[config.mk]
export PLATFORM = sky130hd
export DESIGN_NAME = grt_ctrl
export DESIGN_NICKNAME = d
export VERILOG_FILES = /design/src/design/grt_pkg.sv /design/src/design/grt_ctrl.sv
export SDC_FILE = /design/constraint.sdc
export NUM_CORES = 1
export LEC_CHECK = 0
export BUFFER_PORTS_ARGS = -buffer_cell sky130_fd_sc_hd__buf_2
export CAP_MARGIN = 10
export CELL_PAD_IN_SITES_DETAIL_PLACEMENT = 0
export CELL_PAD_IN_SITES_GLOBAL_PLACEMENT = 2
export CORE_MARGIN = 3
export CORE_UTILIZATION = 29
export CTS_CLUSTER_SIZE = 14
export DETAILED_ROUTE_END_ITERATION = 7
export PLACE_DENSITY_LB_ADDON = 0.1
export REMOVE_ABC_BUFFERS = 1
export SYNTH_ARGS = -nofsm -noshare
export SYNTH_HDL_FRONTEND = slang
export SYNTH_SLANG_ARGS = --single-unit
[constraint.sdc]
create_clock -name clk -period 4.74 [get_ports clk]
set_input_delay 0.948 -clock clk [delete_from_list [all_inputs] [get_ports clk]]
set_output_delay 0.948 -clock clk [all_outputs]
set_load 0.05 [all_outputs]
[src/design/grt_pkg.sv]
`timescale 1ns / 1ps
// shared types and constants for the grid ray traversal core
// no dependencies

package grt_pkg;

	// register indexes of the configuration port
	localparam logic REG_THRESHOLD = 1'b0;
	localparam logic REG_CELL_SIZE = 1'b1;

	// radicand of the length is 68 bits, two bits retired per root step
	localparam int ROOT_STEPS = 34;
	localparam int ROOT_W     = 34;

	typedef enum logic [1:0] {
		REASON_OBST = 2'd0,
		REASON_LEFT = 2'd1,
		REASON_END  = 2'd2
	} stop_t;

	typedef enum logic [3:0] {
		S_IDLE,
		S_SQX,
		S_SQY,
		S_ROOT,
		S_PINIT,
		S_PX,
		S_QY,
		S_CHECK,
		S_TEST,
		S_SCALE,
		S_DIV,
		S_CSINIT,
		S_CSMUL,
		S_DONE
	} state_t;

	typedef enum logic [4:0] {
		OP_NONE,
		OP_MAPWR,
		OP_LOAD,
		OP_MUL,
		OP_LDDY,
		OP_ROOTINIT,
		OP_ROOT,
		OP_PINIT,
		OP_QINIT,
		OP_QSAVE,
		OP_READ,
		OP_STEP,
		OP_STOP,
		OP_DIVINIT,
		OP_DIV,
		OP_CSINIT,
		OP_OUT
	} op_t;

	typedef struct packed {
		op_t   op;
		stop_t reason;
	} cmd_t;

	typedef struct packed {
		logic mb_zero;
		logic cnt_last;
		logic outside;
		logic obstacle;
		logic at_end;
	} status_t;

endpackage

[src/design/grt_ctrl.sv]
`timescale 1ns / 1ps
// sequencer for the grid ray traversal core
// depends on grt_pkg

module grt_ctrl (
	input  logic             clk,
	input  logic             arst_n,
	input  logic             in_valid,
	input  logic             in_mode,
	output logic             in_ready,
	output logic             out_valid,
	input  logic             out_ready,
	input  grt_pkg::status_t status,
	output grt_pkg::cmd_t    cmd
);
	import grt_pkg::*;

	state_t state_q, state_d;
	logic   out_valid_q;
	logic   load_out;

	always_comb begin
		state_d = state_q;
		case (state_q)
			S_IDLE: begin
				if (in_valid && in_mode) state_d = S_SQX;
			end
			S_SQX: begin
				if (status.mb_zero) state_d = S_SQY;
			end
			S_SQY: begin
				if (status.mb_zero) state_d = S_ROOT;
			end
			S_ROOT: begin
				if (status.cnt_last) state_d = S_PINIT;
			end
			S_PINIT: state_d = S_PX;
			S_PX: begin
				if (status.mb_zero) state_d = S_QY;
			end
			S_QY: begin
				if (status.mb_zero) state_d = S_CHECK;
			end
			S_CHECK: begin
				if (status.outside) state_d = S_SCALE;
				else state_d = S_TEST;
			end
			S_TEST: begin
				if (status.obstacle || status.at_end) state_d = S_SCALE;
				else state_d = S_CHECK;
			end
			S_SCALE: begin
				if (status.mb_zero) state_d = S_DIV;
			end
			S_DIV: begin
				if (status.cnt_last) state_d = S_CSINIT;
			end
			S_CSINIT: state_d = S_CSMUL;
			S_CSMUL: begin
				if (status.mb_zero) state_d = S_DONE;
			end
			S_DONE: begin
				if (!out_valid_q || out_ready) state_d = S_IDLE;
			end
			default: state_d = S_IDLE;
		endcase
	end

	always_comb begin
		cmd.op     = OP_NONE;
		cmd.reason = REASON_LEFT;
		in_ready   = 1'b0;
		load_out   = 1'b0;
		case (state_q)
			S_IDLE: begin
				in_ready = 1'b1;
				if (in_valid) cmd.op = in_mode ? OP_LOAD : OP_MAPWR;
			end
			S_SQX: cmd.op = status.mb_zero ? OP_LDDY : OP_MUL;
			S_SQY: cmd.op = status.mb_zero ? OP_ROOTINIT : OP_MUL;
			S_ROOT: cmd.op = OP_ROOT;
			S_PINIT: cmd.op = OP_PINIT;
			S_PX: cmd.op = status.mb_zero ? OP_QINIT : OP_MUL;
			S_QY: cmd.op = status.mb_zero ? OP_QSAVE : OP_MUL;
			S_CHECK: begin
				if (status.outside) begin
					cmd.op     = OP_STOP;
					cmd.reason = REASON_LEFT;
				end else begin
					cmd.op = OP_READ;
				end
			end
			S_TEST: begin
				if (status.obstacle) begin
					cmd.op     = OP_STOP;
					cmd.reason = REASON_OBST;
				end else if (status.at_end) begin
					cmd.op     = OP_STOP;
					cmd.reason = REASON_END;
				end else begin
					cmd.op = OP_STEP;
				end
			end
			S_SCALE: cmd.op = status.mb_zero ? OP_DIVINIT : OP_MUL;
			S_DIV: cmd.op = OP_DIV;
			S_CSINIT: cmd.op = OP_CSINIT;
			S_CSMUL: cmd.op = status.mb_zero ? OP_NONE : OP_MUL;
			S_DONE: begin
				if (!out_valid_q || out_ready) begin
					cmd.op   = OP_OUT;
					load_out = 1'b1;
				end
			end
			default: cmd.op = OP_NONE;
		endcase
	end

	always_ff @(posedge clk or negedge arst_n) begin
		if (!arst_n) begin
			state_q     <= S_IDLE;
			out_valid_q <= 1'b0;
		end else begin
			state_q <= state_d;
			if (load_out) out_valid_q <= 1'b1;
			else if (out_ready) out_valid_q <= 1'b0;
		end
	end

	assign out_valid = out_valid_q;

endmodule

### After elaboration in Yosys (flattened, before gate mapping)

Index checks and enable logic that the tools add are counted.

| word-level totals | value |
|---|---|
| word-level logic and storage cells | 65 |
| input bits | 10 |
| output and inout bits | 9 |
| bits in registers | 5 |

| operators by class | value |
|---|---|
| muxes and demuxes | 33 |
| eq/ne operators | 23 |
| reductions and logical operators | 7 |

Operators by type and width:

| cell | number |
|---|---|
| one-hot mux 5 bit (14 select lines) | 1 |
| 2-to-1 mux 4 bit | 14 |
| one-hot mux 4 bit (14 select lines) | 1 |
| == test 4 bit, second input constant | 6 |
| != test 2 bit, second input constant | 10 |
| == test 4 x 3 -> 1 bit, second input constant | 4 |
| 2-to-1 mux 3 bit | 4 |
| 2-to-1 mux 2 bit | 5 |
| AND reduction 10 bit | 1 |
| == test 4 x 2 -> 1 bit, second input constant | 2 |
| 2-to-1 mux 7 bit | 1 |
| 2-to-1 mux 1 bit | 6 |
| 2-to-1 mux 5 bit | 1 |
| == test 4 x 1 -> 1 bit, second input constant | 1 |
| logical NOT 4 bit | 1 |
| logical OR 1 bit | 2 |
| nonzero test 2 bit | 1 |
| logical AND 1 bit | 1 |
| logical NOT 1 bit | 1 |

### Logic depth before layout (Yosys ltp)

Gate-level depths: netlist of the first run.

| depth | value |
|---|---|
| depth in word-level cells | 5 |
| depth in mapped cells | 7 |
| mapped depth without buffers | 5 |

### Worst setup path after synthesis of the first run

Ideal clock, no wire load.

| path | value |
|---|---|
| path kind | in2out |
| start | input port status[4] in the netlist's numbering |
| end | output port cmd[5] in the netlist's numbering |
| data required time | 3792 ps |
| path buffers | 0 |
| stages on the path | 4 |
| slack | 1568 ps |
| arrival time | 2224 ps |
| cell sequence | inv_1 -> nand2_1 -> a21oi_1 -> nor3_1 |

RTL lines:

| element | line | RTL |
|---|---|---|
| from (decl) | grt_ctrl.sv:13 | `input grt_pkg::status_t status,` |
| to (decl) | grt_ctrl.sv:14 | `output grt_pkg::cmd_t cmd` |

==> results of run 1 <==
-- worst min-delay path by stage --
stage	end	slack (ns)	cells past startpoint
final	state_q[3]	0.50	1
after global routing	state_q[1]	0.50	1
after CTS	state_q[1]	0.50	1
after detailed placement	out_valid	0.53	2
after global placement	out_valid	0.51	2
after floorplan	out_valid	0.65	0
-- worst max-delay path: stages (launching register included) --
cell	delay, ns
dfrtp_1	0.88
and2b_1	0.28
a21oi_1	0.10
a21oi_1	0.21
a31oi_1	0.06
o211ai_1	0.09
buf_2	0.29
-- cells in the final DEF (no fill, tap or decap), types with 2 or more instances in the layout --
| master | n |
|---|---|
| nor3_1 | 6 |
| a21oi_1 | 9 |
| a2bb2oi_1 | 2 |
| clkbuf_4 | 3 |
| o21ai_0 | 7 |
| and4b_1 | 2 |
| inv_1 | 2 |
| nor2_1 | 8 |
| nand2b_1 | 3 |
| nor2b_1 | 2 |
| nand3_1 | 5 |
| dfrtp_1 | 5 |
| a22oi_1 | 2 |
| nand2_1 | 8 |
| or2_2 | 2 |
| buf_2 | 18 |
-- logic make-up after synthesis --
| family | synth area share |
|---|---|
| and+or+nand+nor | 0.386 |
| AOI/OAI and AO/OA | 0.294 |
| buffers and inverters | 0.0955 |
| DFF | 0.180 |
| xor gates and xnor gates | 0.0234 |
| muxes | 0.0216 |
-- state kept, by name (all words and copies together) (netlist names) --
signal / cells
state_q: 4
out_valid: 1
-- layout make-up --
type / instances / area, um2
Timing Repair Buffer: 18 / 90.1
Multi-Input combinational cell: 79 / 503
Clock buffer: 4 / 26.3
Inverter: 2 / 7.51
Fill cell: 272 / 1450
Tap cell: 28 / 35.0
Sequential cell: 5 / 125
-- metrics by stage --
step	hold WS [ns]	instance area (um2)	utilization	instances	setup slack, ns
6_report	0.505	787	0.352	136	1.63
2_1_floorplan	0.652	636	-	86	1.43
5_1_grt	0.499	787	0.352	136	1.50
4_1_cts	0.498	787	0.352	136	1.63
3_3_place_gp	0.511	761	0.341	132	1.74
3_5_place_dp	0.532	761	0.341	132	1.75
-- layer usage --
metal | wire, um | share of wire | track usage | vias up
met2 | 851 | 0.46 | 0.211 | 14
li1 | - | - | - | 377
met5 | 0 | 0 | 0 | -
met4 | 0 | 0 | 0 | 0
met3 | 87 | 0.047 | 0.0402 | 0
met1 | 896 | 0.49 | 0.188 | 346
==> flow_summary.toml, run 1 <==
[timing]
hold_viol = 0
finalCriticalPeriod_ns = 3.11
rsz0062_at_grt = "no"
slew_viol_final = 0
fin_setup_tns_ns = 0
fmax_mhz = 321
finalClockSkew_ns = 0.00553
finalSetupViolCount = 0
timing.final.crit_share = 0.657
tightest_slew_ns = 0.835
slew_headroom = 0.443

[run_status]
outcome = "complete, no violations"

[die]
rows = 17
die_w_um = 54.9
initial_utilization = 0.311
die_area_um2 = 3020
coreArea_um2 = 2230
io_pins = 19
die-height_um = 54.9

[route]
wl_per_cell_um = 13.5
vias_per_cell = 5.42
first_iter_violations = 12
dr.pass1.iters = 4
ant_nets = 0
drc = 0
totalWireLength_um = 1840
vias = 737

[clock_network]
postCtsHoldBufs = 0
clk_path_buf_depth = 2
clockRootBuffer = "clkbuf_4"
cts_resized = 0
cts_tree = "yes"
tritoncts.num_buffers = 3
clk_pin_slew_ns = 0.05
insertion_delay_ns = 0.24
postCtsSetupRepairBufs = 0
htree_levels = 1
clock_sinks = 5

[critical_path]
endpoint = "cmd[3]"
crit_start = "state_q[3]"
r2r_setup_slack_ns = 2.62
cp-end-kind = "output pin"
r2r_cells = 5
critPathKind = "flop to output pin"
startpoint_type = "flop"
crit_fanout = 24
worstPathRequired_ns = 3.79
rr_endpoint = "state_q[0]"
cp.arrival_ns = 2.16
reg2reg_from = "state_q[3]"

[global_routing]
grt_max_degree = 26
grt_overflow = 0
grt_pass1_vias = 650
antenna_found_initial = 0
grt_pass1_wl_um = 2900
grt.total_usage = 0.133

[logic_synthesis]
ys_ff_latch = 5
ys_seq_area_frac = 0.180
post_synth_num_cell_types = 41
avgSynthCellArea_um2 = 7.23
ys_top_cells_by_area = "dfrtp_1 (18%), a21oi_1 (6.5%), o21ai_0 (5.0%)"
syn_inst = 96
netlist.top_cell.by_area = "dfrtp_1"
synth.most_common_cell = "a21oi_1"
synthFlopType = "dfrtp_1"
syn-cell-area_um2 = 694
synth_top_cell_area_share = 0.180
yosys-top-cells-count = "a21oi_1 (9), nand2_1 (8), nor2_1 (8), o21ai_0 (7), nor3_1 (6)"
async_flop_share = 1.00
ys_warn_count = 0
synth_edf_count = 0

[placement]
dp_hpwl_um = 1280
gp_congestion = 0.701
port_buffers = 18

[cells_and_area]
fin_nets = 119
final_layout_size_suffix_gt1_frac = 0.278
num_antenna_cells = 0
area_growth_pct = 13.3

[min_path]
hold_class = "primary input to asynchronous set/reset pin"

[flow_run]
drv_cap = 0
Power of run 1 is not shown: default switching activity piles up to over one toggle a cycle in this logic, so the estimate is an artifact.
==> run 2, diff against run 1 <==
Settings changed: CORE_UTILIZATION 29 to 25.
Clock period 4.74 ns to 2.6 ns, I/O delays scaled along.
==> run 2 against run 1 <==
Die area grew 14%. Cell area up 6.4%. Final cell count increased by 5.9%. Clock skew fell by 0.0045 ns. Critical path depth stayed put. Core utilization decreased by 2.6 points. Worst setup slack lost 1.4 ns. Register-to-register slack worse by 2.0 ns. Critical endpoint unchanged. Via count grew 2.4%.
==> flow_summary.toml, run 2 (synthesis results as in run 1) <==
[run_status]
outcome = "complete, no violations"

[timing]
holdWs_ns = 0.0853
finalSetupViolCount = 0
finalCriticalPeriod_ns = 2.41
tightest_slew_ns = 0.607
rsz0062_at_grt = "no"
timing.final.crit_share = 0.928
slew_headroom = 0.595
fmax_mhz = 415
hold_viol = 0
finalClockSkew_ns = 0.00102
slew_viol_final = 0

[critical_path]
cp_slowest_cell = "dfrtp_1"
critPathKind = "flop to output pin"
startpoint_type = "flop"
crit_family = "flip-flops"
worstPathRequired_ns = 2.08
path_cells = "nor3b_1 -> a21oi_1 -> a21oi_1 -> a31oi_1 -> o211ai_1 -> buf_2"
cp-end-kind = "output pin"
crit_path_frequent_cell = "a21oi_1"
crit_path_max_incr_delay_ns = 0.59
cp.arrival_ns = 1.89
r2r_setup_slack_ns = 0.61
crit_fanout = 18
crit_buf_inv = 1

[cells_and_area]
final_area_um2 = 837
mostFrequentLayoutCell = "buf_2"
num_antenna_cells = 0
area_growth_pct = 20.5
regMostFlops = "state_q"
largest_register_ffs = 4
fin_nets = 125
fill_cells = 314
final_cell_mix = "buf_2 (18), a21oi_1 (9), nor2_1 (8), nand2_1 (8), o21ai_0 (7)"
final_layout_size_suffix_gt1_frac = 0.333

[global_routing]
grt_pass1_wl_um = 3420
grt.total_usage = 0.125
antenna_found_initial = 0
grt_overflow = 0
grt_max_degree = 19
grt_pass1_vias = 732

[min_path]
hold_class = "primary input to asynchronous set/reset pin"

[clock_network]
tritoncts.num_buffers = 3
cts_tree = "yes"
insertion_delay_ns = 0.24
clk_path_buf_depth = 2
clock_sinks = 5
clockRootBuffer = "clkbuf_4"
clk_pin_slew_ns = 0.04
htree_levels = 1

[die]
die-height_um = 58.7
coreArea_um2 = 2570
io_pins = 19
die_w_um = 58.7
die_area_um2 = 3450
initial_utilization = 0.270
rows = 18

[route]
dr.pass1.iters = 3
ant_nets = 0
vias = 755
totalWireLength_um = 2030
first_iter_violations = 21
wl_per_cell_um = 14.1
drc = 0
vias_per_cell = 5.24

[flow_run]
drv_cap = 0

[placement]
placed_area_um2 = 808
dp_hpwl_um = 1500
port_buffers = 18
gp_congestion = 0.780
==> run 2: cell types whose count changed in the layout (fill, tap and decap cells not counted), sizes merged <==
cell | before | now
buf | 18 | 24
==> run 2: repair_timing <==
| item | in CTS | in global routing |
|---|---|---|
| setup endpoints to repair | 0 | 1 |
| hold buffers | 0 | 0 |
| buffers inserted | 0 | 0 |
| gates resized for setup | 0 | 2 |
==> run 2: final cells by class <==
cell class	count	area, um2	share of cell area
Multi-Input combinational cell	79	503	0.601
Timing Repair Buffer	24	135	0.161
Sequential cell	5	128	0.152
Tap cell	30	37.5	0.0448
Clock buffer	4	26.3	0.0314
Inverter	2	7.51	0.00897
==> run 2: worst reg2reg max path: cells and delay by family, from the launching register on <==
family,cells,cell delay [ns]
mux,1,0.29
flops,1,0.72
compound gates,3,0.53
simple gates,1,0.07
buf+inv,1,0.26
==> run 2: per-stage QoR <==
step                      cells  TNS (ns)  setup slack, ns   util
final                       144         0            0.188  0.326
after global routing        144         0           0.0410  0.326
after CTS                   144         0           0.0873  0.325
after detailed placement    140         0            0.326  0.315
after global placement      140         0            0.339  0.315
after floorplan              86    -0.286           -0.280      -
==> run 2: metal layers <==
metal  wire [um]  GRT usage  vias to the layer above  share of wire
met1        1050      0.184                      355           0.52
li1            -          -                      387              -
met2         925      0.199                       13           0.45
met5           0          0                        -              0
met3          60    0.00877                        0          0.029
met4           0     0.0291                        0              0
==> run 2: final timing paths <==
| check | endpoint | cells after the start | from |
|---|---|---|---|
| max reg2reg | state_q[0] | 6 | state_q[0] |
| max | cmd[3] | 6 | state_q[0] |
| min reg2reg | out_valid | 2 | out_valid |
| min in group clk | out_valid | 2 | out_valid |
| max in group asynchronous | state_q[2] | 1 | arst_n |
| min | state_q[1] | 1 | arst_n |
Power of run 2 is left out for the same reason.
