`config.mk`:
```
export PLATFORM = sky130hd
export DESIGN_NAME = grt_dp
export DESIGN_NICKNAME = d
export VERILOG_FILES = /design/src/design/grt_pkg.sv /design/src/design/grt_dp.sv
export SDC_FILE = /design/constraint.sdc
export NUM_CORES = 2
export LEC_CHECK = 0
export BUFFER_PORTS_ARGS = -buffer_cell sky130_fd_sc_hd__buf_2
export CORE_AREA = 5 5 320 479
export DETAILED_ROUTE_END_ITERATION = 12
export DIE_AREA = 0 0 325 484
export HOLD_SLACK_MARGIN = 0.15
export PLACE_DENSITY = 0.65
export SYNTH_ARGS = -nofsm -noshare
export SYNTH_HDL_FRONTEND = slang
export SYNTH_SLANG_ARGS = --single-unit
```
`constraint.sdc`:
```
create_clock -name clk -period 14.8 [get_ports clk]
set_clock_uncertainty 0.2 [all_clocks]
set_input_delay 2.22 -clock clk [delete_from_list [all_inputs] [get_ports clk]]
set_output_delay 2.22 -clock clk [all_outputs]
set_load 0.02 [all_outputs]
```
`src/design/grt_pkg.sv`:
```
`timescale 1ns / 1ps
// shared types and constants for the grid ray traversal core
// no dependencies

package grt_pkg;

	// register indexes of the configuration port
	localparam logic REG_THRESHOLD = 1'b0;
	localparam logic REG_CELL_SIZE = 1'b1;

	// radicand of the length is 68 bits, two bits retired per root step
	localparam int ROOT_STEPS = 34;
	localparam int ROOT_W     = 34;

	typedef enum logic [1:0] {
		REASON_OBST = 2'd0,
		REASON_LEFT = 2'd1,
		REASON_END  = 2'd2
	} stop_t;

	typedef enum logic [3:0] {
		S_IDLE,
		S_SQX,
		S_SQY,
		S_ROOT,
		S_PINIT,
		S_PX,
		S_QY,
		S_CHECK,
		S_TEST,
		S_SCALE,
		S_DIV,
		S_CSINIT,
		S_CSMUL,
		S_DONE
	} state_t;

	typedef enum logic [4:0] {
		OP_NONE,
		OP_MAPWR,
		OP_LOAD,
		OP_MUL,
		OP_LDDY,
		OP_ROOTINIT,
		OP_ROOT,
		OP_PINIT,
		OP_QINIT,
		OP_QSAVE,
		OP_READ,
		OP_STEP,
		OP_STOP,
		OP_DIVINIT,
		OP_DIV,
		OP_CSINIT,
		OP_OUT
	} op_t;

	typedef struct packed {
		op_t   op;
		stop_t reason;
	} cmd_t;

	typedef struct packed {
		logic mb_zero;
		logic cnt_last;
		logic outside;
		logic obstacle;
		logic at_end;
	} status_t;

endpackage

```
`src/design/grt_dp.sv`:
```
`timescale 1ns / 1ps
// datapath of the grid ray traversal core: setup, shared shift-add multiplier,
// root and divide steps, cell walker, config and result registers; uses grt_pkg

module grt_dp #(
	parameter int GRID_WIDTH = 256,
	parameter int GRID_HEIGHT = 256,
	parameter int FRACTION_BITS = 16,
	localparam int GAW = $clog2(GRID_WIDTH * GRID_HEIGHT)
) (
	input  logic               clk,
	input  logic               arst_n,
	input  grt_pkg::cmd_t      cmd,
	output grt_pkg::status_t   status,
	input  logic               cfg_write,
	input  logic               cfg_index,
	input  logic [31:0]        cfg_data,
	input  logic [7:0]         cell_x,
	input  logic [7:0]         cell_y,
	input  logic signed [7:0]  cell_value,
	input  logic signed [31:0] start_x,
	input  logic signed [31:0] start_y,
	input  logic signed [31:0] end_x,
	input  logic signed [31:0] end_y,
	output logic [31:0]        distance,
	output logic [1:0]         stop_reason,
	output logic               ram_we,
	output logic [GAW-1:0]     ram_waddr,
	output logic [7:0]         ram_wdata,
	output logic               ram_re,
	output logic [GAW-1:0]     ram_raddr,
	input  logic [7:0]         ram_rdata
);
	import grt_pkg::*;

	localparam int F     = FRACTION_BITS;
	localparam int NW    = F + $clog2(GRID_WIDTH + GRID_HEIGHT + 2) + 1;
	localparam int PW    = NW + 33;
	localparam int DW    = NW + ROOT_W;
	localparam int MW    = DW + 32;
	localparam int MBW   = (NW > 33) ? NW : 33;
	localparam int RW    = 37;
	localparam int CELLW = 32 - F;
	localparam int CW    = CELLW + 1;
	localparam int NCW   = CW + 1;
	localparam int GMAX  = (GRID_WIDTH > GRID_HEIGHT) ? GRID_WIDTH : GRID_HEIGHT;
	localparam int GB    = $clog2(GMAX) + 1;
	localparam int XW    = ((CW > GB) ? CW : GB) + 1;
	localparam int XB    = $clog2(GRID_WIDTH);
	localparam int YB    = $clog2(GRID_HEIGHT);
	localparam int CNTW  = $clog2(DW + 1);
	localparam logic [F:0] UNIT = (F + 1)'(1) << F;

	// ray setup
	logic [32:0]             dx_q, dy_q;
	logic                    xneg_q, yneg_q;
	logic signed [XW-1:0]    cx_q, cy_q;
	logic [NCW-1:0]          n_q;
	logic [NW-1:0]           nx_q, ny_q, tnum_q;
	logic [32:0]             tden_q;
	logic [PW-1:0]           p_q, q_q;
	// shared arithmetic
	logic [ROOT_W-1:0]       root_q;
	logic [RW-1:0]           rem_q;
	logic [MW-1:0]           acc_q, ma_q;
	logic [MBW-1:0]          mb_q;
	logic [CNTW-1:0]         cnt_q;
	stop_t                   reason_q, outreason_q;
	logic [31:0]             dist_q;
	// config
	logic signed [7:0]       thr_q;
	logic [31:0]             cs_q;

	logic signed [32:0]      diffx, diffy;
	logic [32:0]             dxa, dya;
	logic                    xpos, ypos;
	logic signed [CELLW-1:0] scx, scy, ecx, ecy;
	logic signed [CW-1:0]    cdx, cdy, xcnt, ycnt;
	logic [NCW-1:0]          n0;
	logic [F:0]              nx0, ny0;
	logic [RW-1:0]           rem_sq, trial, rem_dv, den;
	logic                    sq_ge, dv_ge, ydo, sat;

	always_comb begin
		diffx = {end_x[31], end_x} - {start_x[31], start_x};
		diffy = {end_y[31], end_y} - {start_y[31], start_y};
		dxa   = diffx[32] ? unsigned'(-diffx) : unsigned'(diffx);
		dya   = diffy[32] ? unsigned'(-diffy) : unsigned'(diffy);
		xpos  = !diffx[32] && (diffx != '0);
		ypos  = !diffy[32] && (diffy != '0);
		scx   = start_x[31:F];
		scy   = start_y[31:F];
		ecx   = end_x[31:F];
		ecy   = end_y[31:F];
		cdx   = CW'(ecx) - CW'(scx);
		cdy   = CW'(ecy) - CW'(scy);
		xcnt  = (dxa == '0) ? '0 : (xpos ? cdx : -cdx);
		ycnt  = (dya == '0) ? '0 : (ypos ? cdy : -cdy);
		n0    = NCW'(1) + {1'b0, unsigned'(xcnt)} + {1'b0, unsigned'(ycnt)};
		nx0   = (dxa == '0) ? '0 : (xpos ? UNIT - {1'b0, start_x[F-1:0]}
		                                 : {1'b0, start_x[F-1:0]});
		ny0   = (dya == '0) ? '0 : (ypos ? UNIT - {1'b0, start_y[F-1:0]}
		                                 : {1'b0, start_y[F-1:0]});
	end

	// two radicand bits per root step, one dividend bit per divide step
	always_comb begin
		rem_sq = {rem_q[RW-3:0], acc_q[67:66]};
		trial  = RW'({root_q, 2'b01});
		sq_ge  = rem_sq >= trial;
		den    = RW'(tden_q);
		rem_dv = {rem_q[RW-2:0], acc_q[DW-1]};
		dv_ge  = rem_dv >= den;
		ydo    = (dy_q != '0) && ((dx_q == '0) || (p_q < q_q));
		sat    = |acc_q[MW-1:F+32];
	end

	always_comb begin
		status.mb_zero  = (mb_q == '0);
		status.cnt_last = (cnt_q == CNTW'(1));
		status.outside  = (cx_q < 0) || (cx_q >= XW'(GRID_WIDTH))
		               || (cy_q < 0) || (cy_q >= XW'(GRID_HEIGHT));
		status.obstacle = $signed(ram_rdata) > thr_q;
		status.at_end   = (n_q <= NCW'(1));
	end

	always_comb begin
		ram_we    = (cmd.op == OP_MAPWR) && (int'(cell_x) < GRID_WIDTH)
		         && (int'(cell_y) < GRID_HEIGHT);
		ram_waddr = GAW'(int'(cell_y) * GRID_WIDTH + int'(cell_x));
		ram_wdata = cell_value;
		ram_re    = (cmd.op == OP_READ);
		ram_raddr = GAW'(int'(cy_q[YB-1:0]) * GRID_WIDTH + int'(cx_q[XB-1:0]));
	end

	always_ff @(posedge clk or negedge arst_n) begin
		if (!arst_n) begin
			thr_q <= 8'sd50;
			cs_q  <= 32'd3277;
		end else if (cfg_write) begin
			case (cfg_index)
				REG_THRESHOLD: thr_q <= cfg_data[7:0];
				REG_CELL_SIZE: cs_q <= cfg_data;
				default: ;
			endcase
		end
	end

	always_ff @(posedge clk) begin
		case (cmd.op)
			OP_LOAD: begin
				dx_q   <= dxa;
				dy_q   <= dya;
				xneg_q <= !xpos;
				yneg_q <= !ypos;
				cx_q   <= XW'(scx);
				cy_q   <= XW'(scy);
				n_q    <= n0;
				nx_q   <= NW'(nx0);
				ny_q   <= NW'(ny0);
				tnum_q <= '0;
				tden_q <= 33'd1;
				acc_q  <= '0;
				ma_q   <= MW'(dxa);
				mb_q   <= MBW'(dxa);
			end
			OP_MUL: begin
				if (mb_q[0]) acc_q <= acc_q + ma_q;
				ma_q <= ma_q << 1;
				mb_q <= mb_q >> 1;
			end
			OP_LDDY: begin
				// dy squared accumulates on top of dx squared
				ma_q <= MW'(dy_q);
				mb_q <= MBW'(dy_q);
			end
			OP_ROOTINIT: begin
				rem_q  <= '0;
				root_q <= '0;
				cnt_q  <= CNTW'(ROOT_STEPS);
			end
			OP_ROOT: begin
				rem_q  <= sq_ge ? rem_sq - trial : rem_sq;
				root_q <= {root_q[ROOT_W-2:0], sq_ge};
				acc_q  <= acc_q << 2;
				cnt_q  <= cnt_q - CNTW'(1);
			end
			OP_PINIT: begin
				acc_q <= '0;
				ma_q  <= MW'(dx_q);
				mb_q  <= MBW'(ny_q);
			end
			OP_QINIT: begin
				p_q   <= acc_q[PW-1:0];
				acc_q <= '0;
				ma_q  <= MW'(dy_q);
				mb_q  <= MBW'(nx_q);
			end
			OP_QSAVE: q_q <= acc_q[PW-1:0];
			OP_STEP: begin
				// cross products track ny*dx and nx*dy, tie steps along x
				if (ydo) begin
					tnum_q <= ny_q;
					tden_q <= dy_q;
					ny_q   <= ny_q + NW'(UNIT);
					p_q    <= p_q + (PW'(dx_q) << F);
					cy_q   <= yneg_q ? cy_q - XW'(1) : cy_q + XW'(1);
				end else begin
					tnum_q <= nx_q;
					tden_q <= dx_q;
					nx_q   <= nx_q + NW'(UNIT);
					q_q    <= q_q + (PW'(dy_q) << F);
					cx_q   <= xneg_q ? cx_q - XW'(1) : cx_q + XW'(1);
				end
				n_q <= n_q - NCW'(1);
			end
			OP_STOP: begin
				reason_q <= cmd.reason;
				acc_q    <= '0;
				ma_q     <= MW'(root_q);
				if (cmd.reason == REASON_END) begin
					mb_q   <= MBW'(1);
					tden_q <= 33'd1;
				end else begin
					mb_q <= MBW'(tnum_q);
				end
			end
			OP_DIVINIT: begin
				rem_q <= '0;
				cnt_q <= CNTW'(DW);
			end
			OP_DIV: begin
				rem_q <= dv_ge ? rem_dv - den : rem_dv;
				acc_q <= {acc_q[MW-2:0], dv_ge};
				cnt_q <= cnt_q - CNTW'(1);
			end
			OP_CSINIT: begin
				acc_q <= '0;
				ma_q  <= MW'(acc_q[DW-1:0]);
				mb_q  <= MBW'(cs_q);
			end
			OP_OUT: begin
				dist_q      <= sat ? 32'hFFFF_FFFF : acc_q[F+31:F];
				outreason_q <= reason_q;
			end
			default: ;
		endcase
	end

	assign distance    = dist_q;
	assign stop_reason = outreason_q;

endmodule

```
## After elaboration in Yosys (flattened, before gate mapping)

Cells that the tools add are included.

- Memory bits (read-only): 0
- Memories kept: 0
- Bits in latches: 0
- Bits in writable memories: 0
- Register bits after elaboration: 727
- Logic and storage cells: 164

- Shifts and indexed selects: 0
- Muxes and demuxes: 40
- Multiply operators: 0
- $add $sub $neg: 27
- Magnitude comparators: 9
- Eq/ne operators: 22
- Reduce and logical (&&, ||, !) cells: 41
- Div/mod/pow operators: 0
- Bitwise operators: 1

Operators by type and width:

| kind | count |
|---|---|
| $pmux W93 S6 | 1 |
| $pmux W93 S4 | 1 |
| $pmux W60 S2 | 2 |
| $pmux W33 S7 | 1 |
| $pmux W27 S2 | 3 |
| $mux W17 | 8 |
| $logic_not A33 Y1 | 4 |
| $mux W33 | 4 |
| $add A60 B49 Y60 | 2 |
| $mux W60 | 2 |
| $mux W27 | 4 |
| $pmux W18 S2 | 3 |
| $pmux W36 S3 | 1 |
| $pmux W33 S3 | 1 |
| $reduce_bool A33 Y1 | 3 |
| $add A93 B93 Y93 | 1 |
| $mux W93 | 1 |
| $mux W18 | 4 |
| $mux W36 | 2 |
| $pmux W34 S2 | 1 |
| $neg A33 Y33 | 2 |
| $sub A32 B32 Y33 | 2 |
| $lt A60 B60 Y1 | 1 |
| $add A27 B17 Y27 const B | 2 |
| other kinds (40) | 84 |

## Longest topological paths before layout

- Word-level depth: 8
- Mapped depth: 33
- Mapped depth without buffers: 32

## Worst setup path after synthesis

Ideal clock, no wire load.

- Path kind: input to register
- Start point: in end_x[0]
- End point: reg n_q[15], data pin
- Slack: 5,402 ps
- Library setup time: 269 ps
- Cell stages on the path: 32
- Arrival time: 8,929 ps
- Data required time: 14,331 ps
- Buffers on the path: 1
- Cells stage by stage: inv_1 -> ha_1 -> fa_1 -> nor2b_1 -> o211ai_2 -> a211oi_1 -> o2111ai_1 -> o311a_1 -> or4_4 -> a211oi_1 -> a21oi_1 -> xor2_1 -> inv_1 -> nor4_1 -> o2111ai_1 -> nor4_2 -> buf_2 -> nor2_1 -> ha_1 -> nor2b_1 -> o21ai_0 -> a21oi_1 -> o21ai_0 -> a21boi_0 -> o21ai_0 -> a21oi_1 -> o21ai_0 -> a211oi_1 -> or3_1 -> a21oi_1 -> xor2_1 -> mux2i_1

- Longest elaborated chain between the ends: 8
- Elaborated cells on any way between the ends: 12

Ends and longest elaborated chain:

| item | RTL line | RTL |
|---|---|---|
| from (decl) | grt_dp.sv:23 | `input logic signed [31:0] end_x,` |
| $sub A32 B32 Y33 (*) | grt_dp.sv:85 | `diffx = {end_x[31], end_x} - {start_x[31], start_x};` |
| $neg A33 Y33 | grt_dp.sv:87 | `dxa = diffx[32] ? unsigned'(-diffx) : unsigned'(diffx);` |
| $mux W33 (*) | grt_dp.sv:87 |  |
| via dxa[25] | grt_dp.sv:75 | `logic [32:0] dxa, dya;` |
| $logic_not A33 Y1 (*) | grt_dp.sv:97 | `xcnt = (dxa == '0) ? '0 : (xpos ? cdx : -cdx);` |
| $mux W17 (*) | grt_dp.sv:97 |  |
| $add A1 B17 Y18 (*) | grt_dp.sv:99 | `n0 = NCW'(1) + {1'b0, unsigned'(xcnt)} + {1'b0, unsigned'(ycnt)};` |
| $add A18 B17 Y18 (*) | grt_dp.sv:99 |  |
| $pmux W18 S2 (*) | grt_dp.sv:150 | `case (cmd.op)` |
| to (signal assigned) | grt_dp.sv:158 | `n_q <= n0;` |
| to (signal assigned) | grt_dp.sv:215 | `n_q <= n_q - NCW'(1);` |
| to (decl) | grt_dp.sv:58 | `logic [NCW-1:0] n_q;` |

The timed path passes the listed nets; every way through them passes the cells marked *.
A chain may end at the register's enable or synchronous reset.

## Worst setup path in the final report

- Start point: in start_y[8]
- End point: reg n_q[16], data pin

- Longest elaborated chain between the ends: 7
- Elaborated cells on any way between the ends: 11

Ends and longest elaborated chain:

| item | RTL line | RTL |
|---|---|---|
| from (decl) | grt_dp.sv:22 | `input logic signed [31:0] start_y,` |
| $sub A32 B32 Y33 (*) | grt_dp.sv:86 | `diffy = {end_y[31], end_y} - {start_y[31], start_y};` |
| $neg A33 Y33, or another cell as far along | grt_dp.sv:88 | `dya = diffy[32] ? unsigned'(-diffy) : unsigned'(diffy);` |
| $mux W33 / $logic_and A1 B1 Y1 (equally long branches) | grt_dp.sv:88, grt_dp.sv:90 |  |
| $logic_not A33 Y1 / $mux W17 (equally long branches) | grt_dp.sv:98 | `ycnt = (dya == '0) ? '0 : (ypos ? cdy : -cdy);` |
| $mux W17 (*) | grt_dp.sv:98 |  |
| $add A18 B17 Y18 (*) | grt_dp.sv:99 |  |
| $pmux W18 S2 (*) | grt_dp.sv:150 |  |

Every way passes the cells marked *; elsewhere a longest branch is shown, timed or not.

==> impl_metrics.yaml <==
status:
  outcome: "finished clean"
logic_synthesis:
  muxShareOfSynthArea: 0.0278
  synth-xor-area-share: 0.0735
  avgSynthCellArea_sq_um: 9.18
  synth_area_leaders: "edfxtp_1 (36%), ha_1 (9.2%), xnor2_1 (4.4%), a21oi_1 (3.6%), o21ai_0 (3.6%)"
  synth-seq-area-share: 0.377
  syn-num-nets: 6892
  yosys.area_share.simple: 0.167
  ys_ff_latch: 727
  synth_top_cell_area_share: 0.359
  yosysUniqueCellTypes: 112
  synth_most_common_cell: "edfxtp_1"
  synth_edf_count: 687
  synth_warnings: 0
  yosys.area.top_type: "edfxtp_1"
  synth_fa_ha_area_frac: 0.0957
  synth_async_sr_flop_share: 0.0550
  synthCells: 6256
  synth-compound-area-share: 0.210
  synth_top_family_by_area: "compound AO/OA/AOI/OAI gates"
  synth_ff_type: "edfxtp_1"
  yosys-top-cells-count: "edfxtp_1 (687), nand2_1 (519), ha_1 (422)"
  syn-cell-area_sq_mm: 0.0575
setup_path:
  critical_path_class: "in -> reg"
  critPathLaunchType: "input port"
  cpMostUsedCell: "o21ai_0"
  critPathCaptureType: "flop"
  worst_ep_arrival_time_ps: 10570
  crit_fanout: 27
  crit_slowest_cell: "nor4_4"
  cp.required_ps: 14990
  cp_slowest_stage_delay_ps: 670
sta:
  final-setup-viol-count: 0
  max_freq_mhz: 96.4
  finalCritPeriodShare: 0.701
  tightest_slew_ps: 1350
  fin_setup_tns_ps: 0
  maxSlewHeadroom: 0.0951
  final-max-slew-violation-count: 0
  final-hold-violation-count: 0
  layout_setup_ws_ps: 4430
  rsz0062_at_grt: "no"
  min_period_ps: 10370
detailed_routing:
  vias: 50526
  routed_via_density: 6.07
  drc: 0
  first_iter_violations: 4906
  first_pass_iters: 13
  routed_wl_um: 213000
  ant_nets: 0
  wl_per_cell_um: 25.6
place:
  place_congestion: 1.02
  io_buffers: 235
  dpl.hpwl_um: 165000
  dp_worst_setup_slack_ps: 3870
floorplanning:
  ioPinCount: 284
  die_area_sq_mm: 0.157
  die_width_um: 325
  die-height_um: 484
  coreArea_sq_mm: 0.149
  num_rows: 174
  initial_core_util: 0.386
cts:
  cts_sinks: 727
  clockRootBuffer: "clkbuf_16"
  post_cts_buffers: 0
  clk_latency_ps: 710
  h-tree-depth: 3
  clockBufferDepth: 3
  hold_buffers: 0
  post_cts_resized: 0
  clkSlewWorstSetupHoldPaths_ps: 70
  cts_buffers: 79
  cts_tree: "yes"
global_routing:
  antenna_found_initial: 22
  grt-ovfl-total: 0
  grt_pass1_wl_um: 313000
  grt_start_max_net_pins: 178
  grt_pass1_vias: 50053
  grt.total_usage: 0.260
final_layout:
  drive_gt1_frac: 0.0971
  fill_cells: 14690
  num-nets-final: 6934
  syn2layout_area_growth_pct: 9.61
  final_core_util: 0.423
run:
  maxCapViolCount: 0
worst_hold_path:
  hold_class: "reg -> reg"
pwr:
  peakVddDrop_v: 0.0000881
  p_leak_uw: 0.0246
  p_per_area_mw_per_mm2: 107
-- final cells by class --
type | count | area, sq um | area share
clock inverter | 46 | 513 | 0.00815
antenna | 25 | 62.6 | 0.000994
multi-input combinational | 4831 | 33100 | 0.526
timing repair buffer | 302 | 1700 | 0.0270
tap | 1936 | 2420 | 0.0385
sequential | 727 | 21600 | 0.344
clock buffer | 99 | 2150 | 0.0342
inverter | 357 | 1340 | 0.0213
-- report_power, final --
group | switching (uW) | internal (uW) | total, uW
Sequential | 136 | 2450 | 2590
Combinational | 1260 | 752 | 2020
Clock | 947 | 1170 | 2120
Total | 2350 | 4380 | 6720
-- sequential cells by signal, summed over array words and instances (netlist names), 32 cells and up --
signal / cells
q_q: 60
acc_q: 93
mb_q: 33
rem_q: 36
tden_q: 33
ma_q: 93
cs_q: 32
root_q: 34
p_q: 60
dy_q: 33
dx_q: 33
distance: 32
-- critical path: cells and delay by family --
kind	cells	cell delay (ps)
AO/OA/AOI/OAI	16	3220
AND/OR/NAND/NOR	8	2960
buffers and inverters	3	860
XOR/XNOR	2	410
adder cells (fa/ha/maj)	3	830
-- final timing paths --
| path | slack (ps) | startpoint | end | cells after the start |
|---|---|---|---|---|
| min | 280 | reason_q[0]$_DFFE_PN_ | stop_reason[0]$_DFFE_PN_ | 0 |
| min in group asynchronous | 1510 | arst_n | cs_q[5]$_DFFE_PN0P_ | 1 |
| max | 4430 | start_y[8] | n_q[16]$_DFFE_PN_ | 32 |
| max in group asynchronous | 12180 | arst_n | cs_q[19]$_DFFE_PN0P_ | 1 |
| min reg2reg | 280 | reason_q[0]$_DFFE_PN_ | stop_reason[0]$_DFFE_PN_ | 0 |
| max reg2reg | 8170 | p_q[29]$_DFFE_PP_ | q_q[43]$_DFFE_PP_ | 16 |
-- cell families (layout without fill, tap and decap cells) --
logic type | count (synthesis) | count (layout)
AND/OR/NAND/NOR | 1920 | 1920
AO/OA/AOI/OAI | 1842 | 1842
flip-flops | 727 | 727
buffers and inverters | 698 | 804
XOR/XNOR | 481 | 481
adder cells (fa/ha/maj) | 433 | 433
multiplexers | 155 | 155
other | 0 | 25
-- layer usage --
metal  global-route usage  vias to the layer above  routed length (um)
met5                    0                        -                  96
met4                0.187                       14               18100
met3               0.0431                      633               14200
met2                0.454                     2106              104000
met1                0.285                    24343               77000
li1                     -                    23430                   -
-- cell usage in the layout (no fill, tap or decap), types with 207 or more instances in the layout --
cell / n
edfxtp_1: 687
nand2_1: 514
ha_1: 422
a21oi_1: 413
o21ai_0: 409
nor2_1: 385
inv_1: 355
xnor2_1: 287
buf_2: 234
a21o_1: 207
-- through the flow --
step	cells	hold slack [ps]	instance area, sq um	power, uW
finish	8323	276	63000	6720
global route	8310	316	62900	7020
CTS	8298	298	62900	6720
detailed placement	8153	284	60200	4600
global placement	8153	290	60200	4580
floorplan	6256	200	57500	3980
No activity file was read; power rests on OpenSTA's default activity.
